===== config.mk =====
export PLATFORM = sky130hd
export DESIGN_NAME = square_sweep_voice
export DESIGN_NICKNAME = d
export VERILOG_FILES = /design/src/ssv_pkg.sv /design/src/ssv_muldiv.sv /design/src/square_sweep_voice.sv
export SDC_FILE = /design/constraint.sdc
export NUM_CORES = 1
export LEC_CHECK = 0
export ABC_CLOCK_PERIOD_IN_PS = 7850
export BUFFER_PORTS_ARGS = -buffer_cell sky130_fd_sc_hd__buf_2
export CAP_MARGIN = 10
export CORE_MARGIN = 4
export CORE_UTILIZATION = 33
export DETAILED_ROUTE_END_ITERATION = 12
export REMOVE_ABC_BUFFERS = 1
export SLEW_MARGIN = 0
export SYNTH_ARGS = -nofsm -noshare
export SYNTH_HDL_FRONTEND = slang
export SYNTH_SLANG_ARGS = --single-unit

===== constraint.sdc =====
create_clock -name clock -period 7.85 [get_ports clock]
set_input_delay 0.785 -clock clock [delete_from_list [all_inputs] [get_ports clock]]
set_output_delay 0.785 -clock clock [all_outputs]
set_load 0.02 [all_outputs]

===== src/ssv_pkg.sv =====
package ssv_pkg;

   localparam int DUTY_BITS   = 8;
   localparam int VOLUME_BITS = 15;
   localparam int SAMPLE_BITS = 16;
   localparam int INDEX_BITS  = 3;

   localparam logic [DUTY_BITS-1:0] DUTY_RESET = 8'd128;

   localparam logic [INDEX_BITS-1:0] CSR_START_STEP = 3'd0;
   localparam logic [INDEX_BITS-1:0] CSR_END_STEP   = 3'd1;
   localparam logic [INDEX_BITS-1:0] CSR_DUTY       = 3'd2;
   localparam logic [INDEX_BITS-1:0] CSR_VOLUME     = 3'd3;
   localparam logic [INDEX_BITS-1:0] CSR_LENGTH     = 3'd4;

   typedef enum logic [2:0] {
      ST_IDLE   = 3'b001,
      ST_BUSY   = 3'b010,
      ST_FINISH = 3'b100
   } voice_state_type;

   typedef enum logic [2:0] {
      MD_IDLE = 3'b001,
      MD_MUL  = 3'b010,
      MD_DIV  = 3'b100
   } muldiv_state_type;

endpackage


===== src/ssv_muldiv.sv =====
module ssv_muldiv #(
   parameter int AW = 24,
   parameter int BW = 16,
   parameter int DW = 16
) (
   input  logic          clock,
   input  logic          reset,
   input  logic          start,
   input  logic [AW-1:0] a,
   input  logic [BW-1:0] b,
   input  logic [DW-1:0] d,
   output logic          busy,
   output logic [AW-1:0] quo
);

   localparam int PW = AW + BW;
   localparam int CW = $clog2(PW + 1);

   ssv_pkg::muldiv_state_type state_ff, state_in;
   logic [CW-1:0] cnt_ff, cnt_in;
   logic [PW-1:0] acc_ff, acc_in;
   logic [AW-1:0] a_ff, a_in;
   logic [DW-1:0] d_ff, d_in;
   logic [DW-1:0] rem_ff, rem_in;

   logic [AW:0] sum;
   logic [DW:0] trial;
   logic        ge;

   always_comb begin
      sum   = {1'b0, acc_ff[PW-1:BW]} + (acc_ff[0] ? {1'b0, a_ff} : {(AW+1){1'b0}});
      trial = {rem_ff, acc_ff[PW-1]};
      ge    = trial >= {1'b0, d_ff};

      state_in = state_ff;
      cnt_in   = cnt_ff;
      acc_in   = acc_ff;
      a_in     = a_ff;
      d_in     = d_ff;
      rem_in   = rem_ff;

      case (state_ff)
         ssv_pkg::MD_IDLE: begin
            if (start) begin
               state_in = ssv_pkg::MD_MUL;
               cnt_in   = CW'(BW - 1);
               acc_in   = {{AW{1'b0}}, b};
               a_in     = a;
               d_in     = d;
               rem_in   = '0;
            end
         end
         ssv_pkg::MD_MUL: begin
            acc_in = {sum, acc_ff[BW-1:1]};
            if (cnt_ff == '0) begin
               state_in = ssv_pkg::MD_DIV;
               cnt_in   = CW'(PW - 1);
            end else begin
               cnt_in = cnt_ff - 1'b1;
            end
         end
         ssv_pkg::MD_DIV: begin
            rem_in = ge ? DW'(trial - {1'b0, d_ff}) : trial[DW-1:0];
            acc_in = {acc_ff[PW-2:0], ge};
            if (cnt_ff == '0) begin
               state_in = ssv_pkg::MD_IDLE;
            end else begin
               cnt_in = cnt_ff - 1'b1;
            end
         end
         default: begin
            state_in = ssv_pkg::MD_IDLE;
         end
      endcase
   end

   always_ff @(posedge clock) begin
      if (reset) begin
         state_ff <= ssv_pkg::MD_IDLE;
         cnt_ff   <= '0;
      end else begin
         state_ff <= state_in;
         cnt_ff   <= cnt_in;
      end
   end

   always_ff @(posedge clock) begin
      acc_ff <= acc_in;
      a_ff   <= a_in;
      d_ff   <= d_in;
      rem_ff <= rem_in;
   end

   assign busy = (state_ff != ssv_pkg::MD_IDLE);
   assign quo  = acc_ff[AW-1:0];

endmodule


===== src/square_sweep_voice.sv =====
// Square-wave voice with a linear pitch glide and a linear decay; each request is one sample
// tick and gives one response. A request that plays a clip sample waits on the glide
// unit's bit-serial multiply and restoring divide; the decay unit runs alongside it and
// finishes sooner. A request while the voice is idle skips both units and goes straight
// to the finish state. One request is worked on at a time; a finished response waits in
// the output register while the next request is taken. Write the registers only while idle.
module square_sweep_voice #(
   parameter int PHASE_BITS = 24,
   parameter int COUNT_BITS = 16,
   localparam int CSR_BITS = (PHASE_BITS > COUNT_BITS) ? PHASE_BITS : COUNT_BITS
) (
   input  logic                                 clock,
   input  logic                                 reset,
   input  logic                                 csr_we,
   input  logic [ssv_pkg::INDEX_BITS-1:0]       csr_index,
   input  logic [CSR_BITS-1:0]                  csr_wdata,
   input  logic                                 req_valid,
   output logic                                 req_stall,
   input  logic                                 req_restart,
   output logic                                 rsp_valid,
   input  logic                                 rsp_stall,
   output logic signed [ssv_pkg::SAMPLE_BITS-1:0] rsp_sample,
   output logic                                 rsp_last,
   output logic                                 rsp_active
);

   localparam int VB = ssv_pkg::VOLUME_BITS;
   localparam int SB = ssv_pkg::SAMPLE_BITS;
   localparam int DB = ssv_pkg::DUTY_BITS;

   logic [PHASE_BITS-1:0] start_step_ff, end_step_ff;
   logic [DB-1:0]         duty_ff;
   logic [VB-1:0]         volume_ff;
   logic [COUNT_BITS-1:0] length_ff;

   ssv_pkg::voice_state_type state_ff, state_in;
   logic [PHASE_BITS-1:0] phase_ff, phase_in;
   logic [COUNT_BITS-1:0] idx_ff, idx_in;
   logic                  playing_ff, playing_in;
   logic                  go_ff, go_in;
   logic                  rsp_valid_ff, rsp_valid_in;
   logic [SB-1:0]         sample_ff, sample_in;
   logic                  last_ff, last_in;
   logic                  active_ff, active_in;

   logic                  accept, rsp_take, rsp_free;
   logic                  play_eff, go_now, down;
   logic [COUNT_BITS-1:0] idx_eff;
   logic [PHASE_BITS-1:0] diff, step, phase_sum;
   logic [PHASE_BITS-1:0] glide_q;
   logic [VB-1:0]         amp;
   logic [SB-1:0]         amp_ext;
   logic [COUNT_BITS:0]   idx_inc;
   logic                  fin;
   logic                  glide_busy, level_busy, md_start;

   always_ff @(posedge clock) begin
      if (reset) begin
         start_step_ff <= '0;
         end_step_ff   <= '0;
         duty_ff       <= ssv_pkg::DUTY_RESET;
         volume_ff     <= '0;
         length_ff     <= COUNT_BITS'(1);
      end else if (csr_we) begin
         case (csr_index)
            ssv_pkg::CSR_START_STEP: start_step_ff <= csr_wdata[PHASE_BITS-1:0];
            ssv_pkg::CSR_END_STEP:   end_step_ff   <= csr_wdata[PHASE_BITS-1:0];
            ssv_pkg::CSR_DUTY:       duty_ff       <= csr_wdata[DB-1:0];
            ssv_pkg::CSR_VOLUME:     volume_ff     <= csr_wdata[VB-1:0];
            ssv_pkg::CSR_LENGTH:     length_ff     <= csr_wdata[COUNT_BITS-1:0];
            default: ;
         endcase
      end
   end

   assign accept   = req_valid && !req_stall;
   assign rsp_take = rsp_valid_ff && !rsp_stall;
   assign rsp_free = !rsp_valid_ff || !rsp_stall;

   assign down     = end_step_ff < start_step_ff;
   assign diff     = down ? (start_step_ff - end_step_ff) : (end_step_ff - start_step_ff);
   assign play_eff = req_restart ? (length_ff != '0) : playing_ff;
   assign idx_eff  = req_restart ? '0 : idx_ff;
   assign go_now   = play_eff && (idx_eff < length_ff);
   assign md_start = accept && go_now;

   ssv_muldiv #(
      .AW(PHASE_BITS),
      .BW(COUNT_BITS),
      .DW(COUNT_BITS)
   ) u_glide (
      .clock (clock),
      .reset (reset),
      .start (md_start),
      .a     (diff),
      .b     (idx_eff),
      .d     (length_ff),
      .busy  (glide_busy),
      .quo   (glide_q)
   );

   ssv_muldiv #(
      .AW(VB),
      .BW(COUNT_BITS),
      .DW(COUNT_BITS)
   ) u_level (
      .clock (clock),
      .reset (reset),
      .start (md_start),
      .a     (volume_ff),
      .b     (length_ff - idx_eff),
      .d     (length_ff),
      .busy  (level_busy),
      .quo   (amp)
   );

   assign step      = down ? (start_step_ff - glide_q) : (start_step_ff + glide_q);
   assign phase_sum = phase_ff + step;
   assign amp_ext   = {{(SB-VB){1'b0}}, amp};
   assign idx_inc   = {1'b0, idx_ff} + 1'b1;
   assign fin       = (idx_inc == {1'b0, length_ff});

   always_comb begin
      state_in     = state_ff;
      phase_in     = phase_ff;
      idx_in       = idx_ff;
      playing_in   = playing_ff;
      go_in        = go_ff;
      rsp_valid_in = rsp_take ? 1'b0 : rsp_valid_ff;
      sample_in    = sample_ff;
      last_in      = last_ff;
      active_in    = active_ff;

      case (state_ff)
         ssv_pkg::ST_IDLE: begin
            if (accept) begin
               phase_in   = req_restart ? '0 : phase_ff;
               idx_in     = idx_eff;
               playing_in = go_now;
               go_in      = go_now;
               state_in   = go_now ? ssv_pkg::ST_BUSY : ssv_pkg::ST_FINISH;
            end
         end
         ssv_pkg::ST_BUSY: begin
            if (!glide_busy && !level_busy) begin
               state_in = ssv_pkg::ST_FINISH;
            end
         end
         ssv_pkg::ST_FINISH: begin
            if (rsp_free) begin
               rsp_valid_in = 1'b1;
               state_in     = ssv_pkg::ST_IDLE;
               if (go_ff) begin
                  phase_in   = phase_sum;
                  idx_in     = idx_inc[COUNT_BITS-1:0];
                  playing_in = !fin;
                  sample_in  = (phase_sum[PHASE_BITS-1 -: DB] < duty_ff) ? amp_ext
                                                                         : SB'(0) - amp_ext;
                  last_in    = fin;
                  active_in  = 1'b1;
               end else begin
                  sample_in = '0;
                  last_in   = 1'b0;
                  active_in = 1'b0;
               end
            end
         end
         default: begin
            state_in = ssv_pkg::ST_IDLE;
         end
      endcase
   end

   always_ff @(posedge clock) begin
      if (reset) begin
         state_ff     <= ssv_pkg::ST_IDLE;
         phase_ff     <= '0;
         idx_ff       <= '0;
         playing_ff   <= 1'b0;
         go_ff        <= 1'b0;
         rsp_valid_ff <= 1'b0;
      end else begin
         state_ff     <= state_in;
         phase_ff     <= phase_in;
         idx_ff       <= idx_in;
         playing_ff   <= playing_in;
         go_ff        <= go_in;
         rsp_valid_ff <= rsp_valid_in;
      end
   end

   always_ff @(posedge clock) begin
      sample_ff <= sample_in;
      last_ff   <= last_in;
      active_ff <= active_in;
   end

   assign req_stall  = (state_ff != ssv_pkg::ST_IDLE);
   assign rsp_valid  = rsp_valid_ff;
   assign rsp_sample = sample_ff;
   assign rsp_last   = last_ff;
   assign rsp_active = active_ff;

`ifndef SYNTHESIS
   a_accept_leaves_idle: assert property (@(posedge clock) disable iff (reset)
      (req_valid && !req_stall) |=> (state_ff != ssv_pkg::ST_IDLE))
      else $error("request accepted but voice stayed idle");

   a_units_only_when_busy: assert property (@(posedge clock) disable iff (reset)
      (glide_busy || level_busy) |-> (state_ff == ssv_pkg::ST_BUSY))
      else $error("arithmetic unit running outside busy state");

   a_last_is_active: assert property (@(posedge clock) disable iff (reset)
      (rsp_valid && rsp_last) |-> rsp_active)
      else $error("last flagged on inactive response");

   a_inactive_silent: assert property (@(posedge clock) disable iff (reset)
      (rsp_valid && !rsp_active) |-> (rsp_sample == '0))
      else $error("inactive response carries nonzero sample");
`endif

endmodule

==> run summary <==
The flow ran to the end, and the final reports show no timing, DRC or antenna violations. The root cell of the clock tree is sky130_fd_sc_hd__clkbuf_16. The startpoint of the tightest hold check path is volume_ff[12]$_SDFFE_PP0P_. The final-layout fill cell count was 7004; the largest fanout on the critical path was 9. Summing all non-filler instances in the final layout gives an area of 26200 um^2. Entering global routing, the biggest net connects 69 pins.

The tools report the number of nets with antenna violations after detailed routing as 0. The class of the most critical setup path was flip-flop to flip-flop. Cells with a size suffix above 1 make up 9.17% of the layout.

The cell seen most often among critical-path stages is sky130_fd_sc_hd__ha_1. The logs give 0 for the number of design rule violations left after detail routing and 3 for the maximum clock path buffer count. Using the TritonRoute via totals, the vias-per-cell ratio works out to 5.26. The netlist uses 83 different library cells. The top layer reached by signal wires is met4. The top cell types in the final layout, fill and taps aside, are sky130_fd_sc_hd__nand2_1 (337), sky130_fd_sc_hd__a21oi_1 (237), sky130_fd_sc_hd__ha_1 (192), sky130_fd_sc_hd__edfxtp_1 (192), sky130_fd_sc_hd__nor2_1 (183). The tree built by TritonCTS fans out to 342 sinks.

For the pin with the worst max-slew slack, the measured transition is 1.19 ns. After detailed routing, the wire length on met1 is 29.4 mm. The share of the cycle needed by the critical path after routing was 95.7%; the mean instance size in the synthesized netlist was 8.83 um^2. Counting I/O delays and the setup requirement, the final critical path takes 7.51 ns. Dividing total power by cell area gives a power density of 221 nW/um^2. STA classifies the critical path endpoint as a flip-flop. On the worst path, the slowest cell contributes a delay of 0.42 ns. The share of Yosys cell area claimed by the top area cell type was 25.0%; the total area of multi-input combinational cells was 13400 um^2. The worst reg2reg path depth is 35, and the flop-to-flop setup slack is 0.34 ns. TritonCTS built the clock tree. The arrival time of the worst setup path was 7.94 ns; the initial antenna violation count was 0. The finished layout holds 3634 standard cells, fillers aside. Aggregate global-route resource usage: 16.5%. STA classifies the critical path startpoint as a flip-flop.

The tools report the number of design-rule violations left by the first detailed-router iteration as 1388. The wire length on met3 is 3.19 mm. Counting flops and latches in the post-synthesis netlist gives 342. The number of clock buffers added by TritonCTS is 41. Capturing point of the worst reg2reg path: rsp_sample[7]$_SDFFCE_PN0P_. Yosys attributes the largest share of cell area to sky130_fd_sc_hd__edfxtp_1 (25%), sky130_fd_sc_hd__dfxtp_1 (13%), sky130_fd_sc_hd__ha_1 (11%), sky130_fd_sc_hd__nand2_1 (5.5%), sky130_fd_sc_hd__a21oi_1 (5.3%). The area taken by flip-flops and latches is 8770 um^2.

In this run, synthesis inferred 192 flip-flops with an integrated enable. Measured along the x axis, the die boundary spans 272 um. The routed length on met2 came out at 28.3 mm. The tools report the max-slew violation total from the final report as 0. The core occupancy in the finished layout is 38.0%, and the via count is 19116. For this run the aggregate overflow at the end of global routing stands at 0.

For this run, the leading register cell type out of synthesis is sky130_fd_sc_hd__edfxtp_1. The post-layout total power is 0.00578 W. The via count of the first global-routing pass was 17671; the total negative setup slack was 0 ns. Terminating pin of the worst hold path: u_level.a_ff[12]$_DFFE_PP_.

The fraction of synthesis flops using an asynchronous set or reset pin was 0%. The cell type contributing the most total cell area after synthesis was sky130_fd_sc_hd__edfxtp_1. The core region is 68900 um^2. The tool flagged a number of max-cap violations equal to 0. The number of I/O port buffers came out at 52.

The mapped netlist covers 23100 um^2. The number of hold-slack violations in the final timing report is 0. The area added between synthesis and finish was 13.5%. The tools report the initial standard-cell utilization of the core as 33.5%. The number of top-level pins was 53; the standard cell area after detailed placement was 24600 um^2.

The die covers 74300 um^2. The total number of placement rows is 96, and the maximum clock rate is 133 MHz. Synthesis handed over a netlist of 2615 instances. For this design the static power due to leakage is 10.4 nW. The library cell used most frequently in the layout, excluding fill and tap cells, is sky130_fd_sc_hd__nand2_1.

The dominant delay contributor by cell family on the critical path was compound AO/OA/AOI/OAI gates. Counting tap cells, the placed design contains a total of 3554 instances. The slowest library cell on the worst path is sky130_fd_sc_hd__o41ai_2.

The logs give 0.880 for the final weighted congestion of routability-driven global placement and 63.1 mm for the total wirelength of the detailed-routed design. In this run, post-CTS hold repair placed 0 buffers. After detailed routing, the average wire length per cell comes to 17.4 um. The critical path crosses 35 cells after its start point. Along the worst hold path, the cell count comes to 0. Detailed placement finished with a half-perimeter wire length of 46.1 mm. The type of the most critical hold path was flip-flop to flip-flop. Total setup violations reported at the end of the flow: 0. The worst-case IR drop observed on VDD is 0.157 mV. The proportion of synthesized chip area in sequential cells came out at 38.0%. Counting both buffers and inverters, the worst setup path holds a total of 3. On the final layout, the worst clock skew is 0.0214 ns. The tools report the first-pass iteration count of the detailed router as 5. The total number of yosys warnings was 0; the wire length of the first global-routing pass was 98.6 mm.

For the data required time at the worst endpoint, the log shows 8.28 ns. The H-tree generated during clock tree synthesis spans 2 levels. The count of nets after finishing is 2907.

Clock-pin slew was measured on the worst setup and hold paths at 0.06 ns. Worst flop-to-flop path startpoint: start_step_ff[0]$_SDFFE_PP0P_. 0 antenna diodes ended up in the layout.

In this run the vertical extent of the chip is 272 um. The remaining max-slew budget at the tightest pin came out at 20.7%. For the worst-skew pair, the clock arrives at the later sink with an insertion delay of 0.57 ns.
-- final cells by class --
type	count	share of cell area (%)
Multi-Input combinational cell	2011	51.2
Timing Repair Buffer	119	3.04
Clock buffer	50	4.24
Sequential cell	342	33.5
Tap cell	931	4.45
Inverter	155	2.22
Clock inverter	26	1.36
-- worst max path at each step --
stage | start | to
2_1_floorplan | start_step_ff[7]$_SDFFE_PP0P_ | rsp_sample[3]$_SDFFCE_PN0P_
3_3_place_gp | start_step_ff[2]$_SDFFE_PP0P_ | rsp_sample[11]$_SDFFCE_PN0P_
3_5_place_dp | start_step_ff[2]$_SDFFE_PP0P_ | rsp_sample[5]$_SDFFCE_PN0P_
4_1_cts | start_step_ff[2]$_SDFFE_PP0P_ | rsp_sample[7]$_SDFFCE_PN0P_
5_1_grt | start_step_ff[23]$_SDFFE_PP0P_ | rsp_sample[3]$_SDFFCE_PN0P_
6_report | start_step_ff[0]$_SDFFE_PP0P_ | rsp_sample[7]$_SDFFCE_PN0P_
-- power breakdown --
part,internal [W],switching (W)
clock network,0.00125,0.000810
registers,0.00201,0.0000768
logic,0.000682,0.000949
total,0.00395,0.00184
-- stage by stage --
step | setup WS (ns) | hold slack [ns]
final | 0.338 | 0.427
after global routing | -0.146 | 0.435
after CTS | 0.0360 | 0.429
after detailed placement | 0.0806 | 0.415
after global placement | 0.218 | 0.411
after floorplan | -1.18 | 0.408
-- registers in the layout (all words and copies together), names as in the netlist, 16 cells and up --
| signal | cells |
|---|---|
| end_step_ff | 24 |
| idx_ff | 16 |
| rsp_sample | 16 |
| u_level.acc_ff | 31 |
| u_level.d_ff | 16 |
| u_glide.acc_ff | 40 |
| start_step_ff | 24 |
| length_ff | 16 |
| u_level.rem_ff | 16 |
| u_glide.a_ff | 24 |
| u_glide.d_ff | 16 |
| phase_ff | 24 |
| u_glide.rem_ff | 16 |
-- cells by family after synthesis --
| logic type | Yosys count | synth area share (%) |
|---|---|---|
| XOR/XNOR | 166 | 6.30 |
| buffers and inverters | 262 | 4.49 |
| AND/OR/NAND/NOR | 876 | 17.9 |
| AO/OA/AOI/OAI | 719 | 19.9 |
| multiplexers | 46 | 2.06 |
| adder cells (fa/ha/maj) | 204 | 11.3 |
| flip-flops | 342 | 38.0 |
-- per-layer routing --
metal  global-route usage [%]  vias up
met5                        0        -
met4                     5.79        0
met1                     22.7     9078
met2                     26.4      438
met3                     2.45       88
li1                         -     9512
-- worst reg2reg max path, delay by kind of cell, from the launching register on --
| family | cells | cell delay [ns] |
|---|---|---|
| compound gates | 15 | 3.18 |
| flops | 1 | 0.40 |
| xor+xnor | 3 | 0.69 |
| fa+ha+maj | 5 | 1.28 |
| simple gates | 9 | 1.32 |
| buf+inv | 3 | 0.50 |
-- what timing repair did --
action,in CTS,in global routing
endpoints found under the setup margin,0,15
resized for setup,0,36
setup buffers,0,3
-- cell usage after synthesis (all sizes together) (14+ instances only) --
| master | n |
|---|---|
| clkbuf | 85 |
| a21o | 49 |
| and3 | 28 |
| dfxtp | 150 |
| o21bai | 21 |
| xnor2 | 102 |
| a31oi | 15 |
| o211ai | 15 |
| nand4 | 20 |
| buf | 22 |
| a22o | 16 |
| and2 | 57 |
| a21boi | 16 |
| nand3 | 45 |
| a211oi | 22 |
| nor4 | 14 |
| nand2b | 43 |
| o31ai | 21 |
| nor3 | 62 |
| ha | 195 |
| o21ai | 138 |
| inv | 154 |
| a21oi | 245 |
| xor2 | 64 |
| a22oi | 33 |
| edfxtp | 192 |
| nor2b | 26 |
| nor2 | 184 |
| o21a | 36 |
| mux2i | 34 |
| nand2 | 339 |
(Power assumes the default switching activity.)
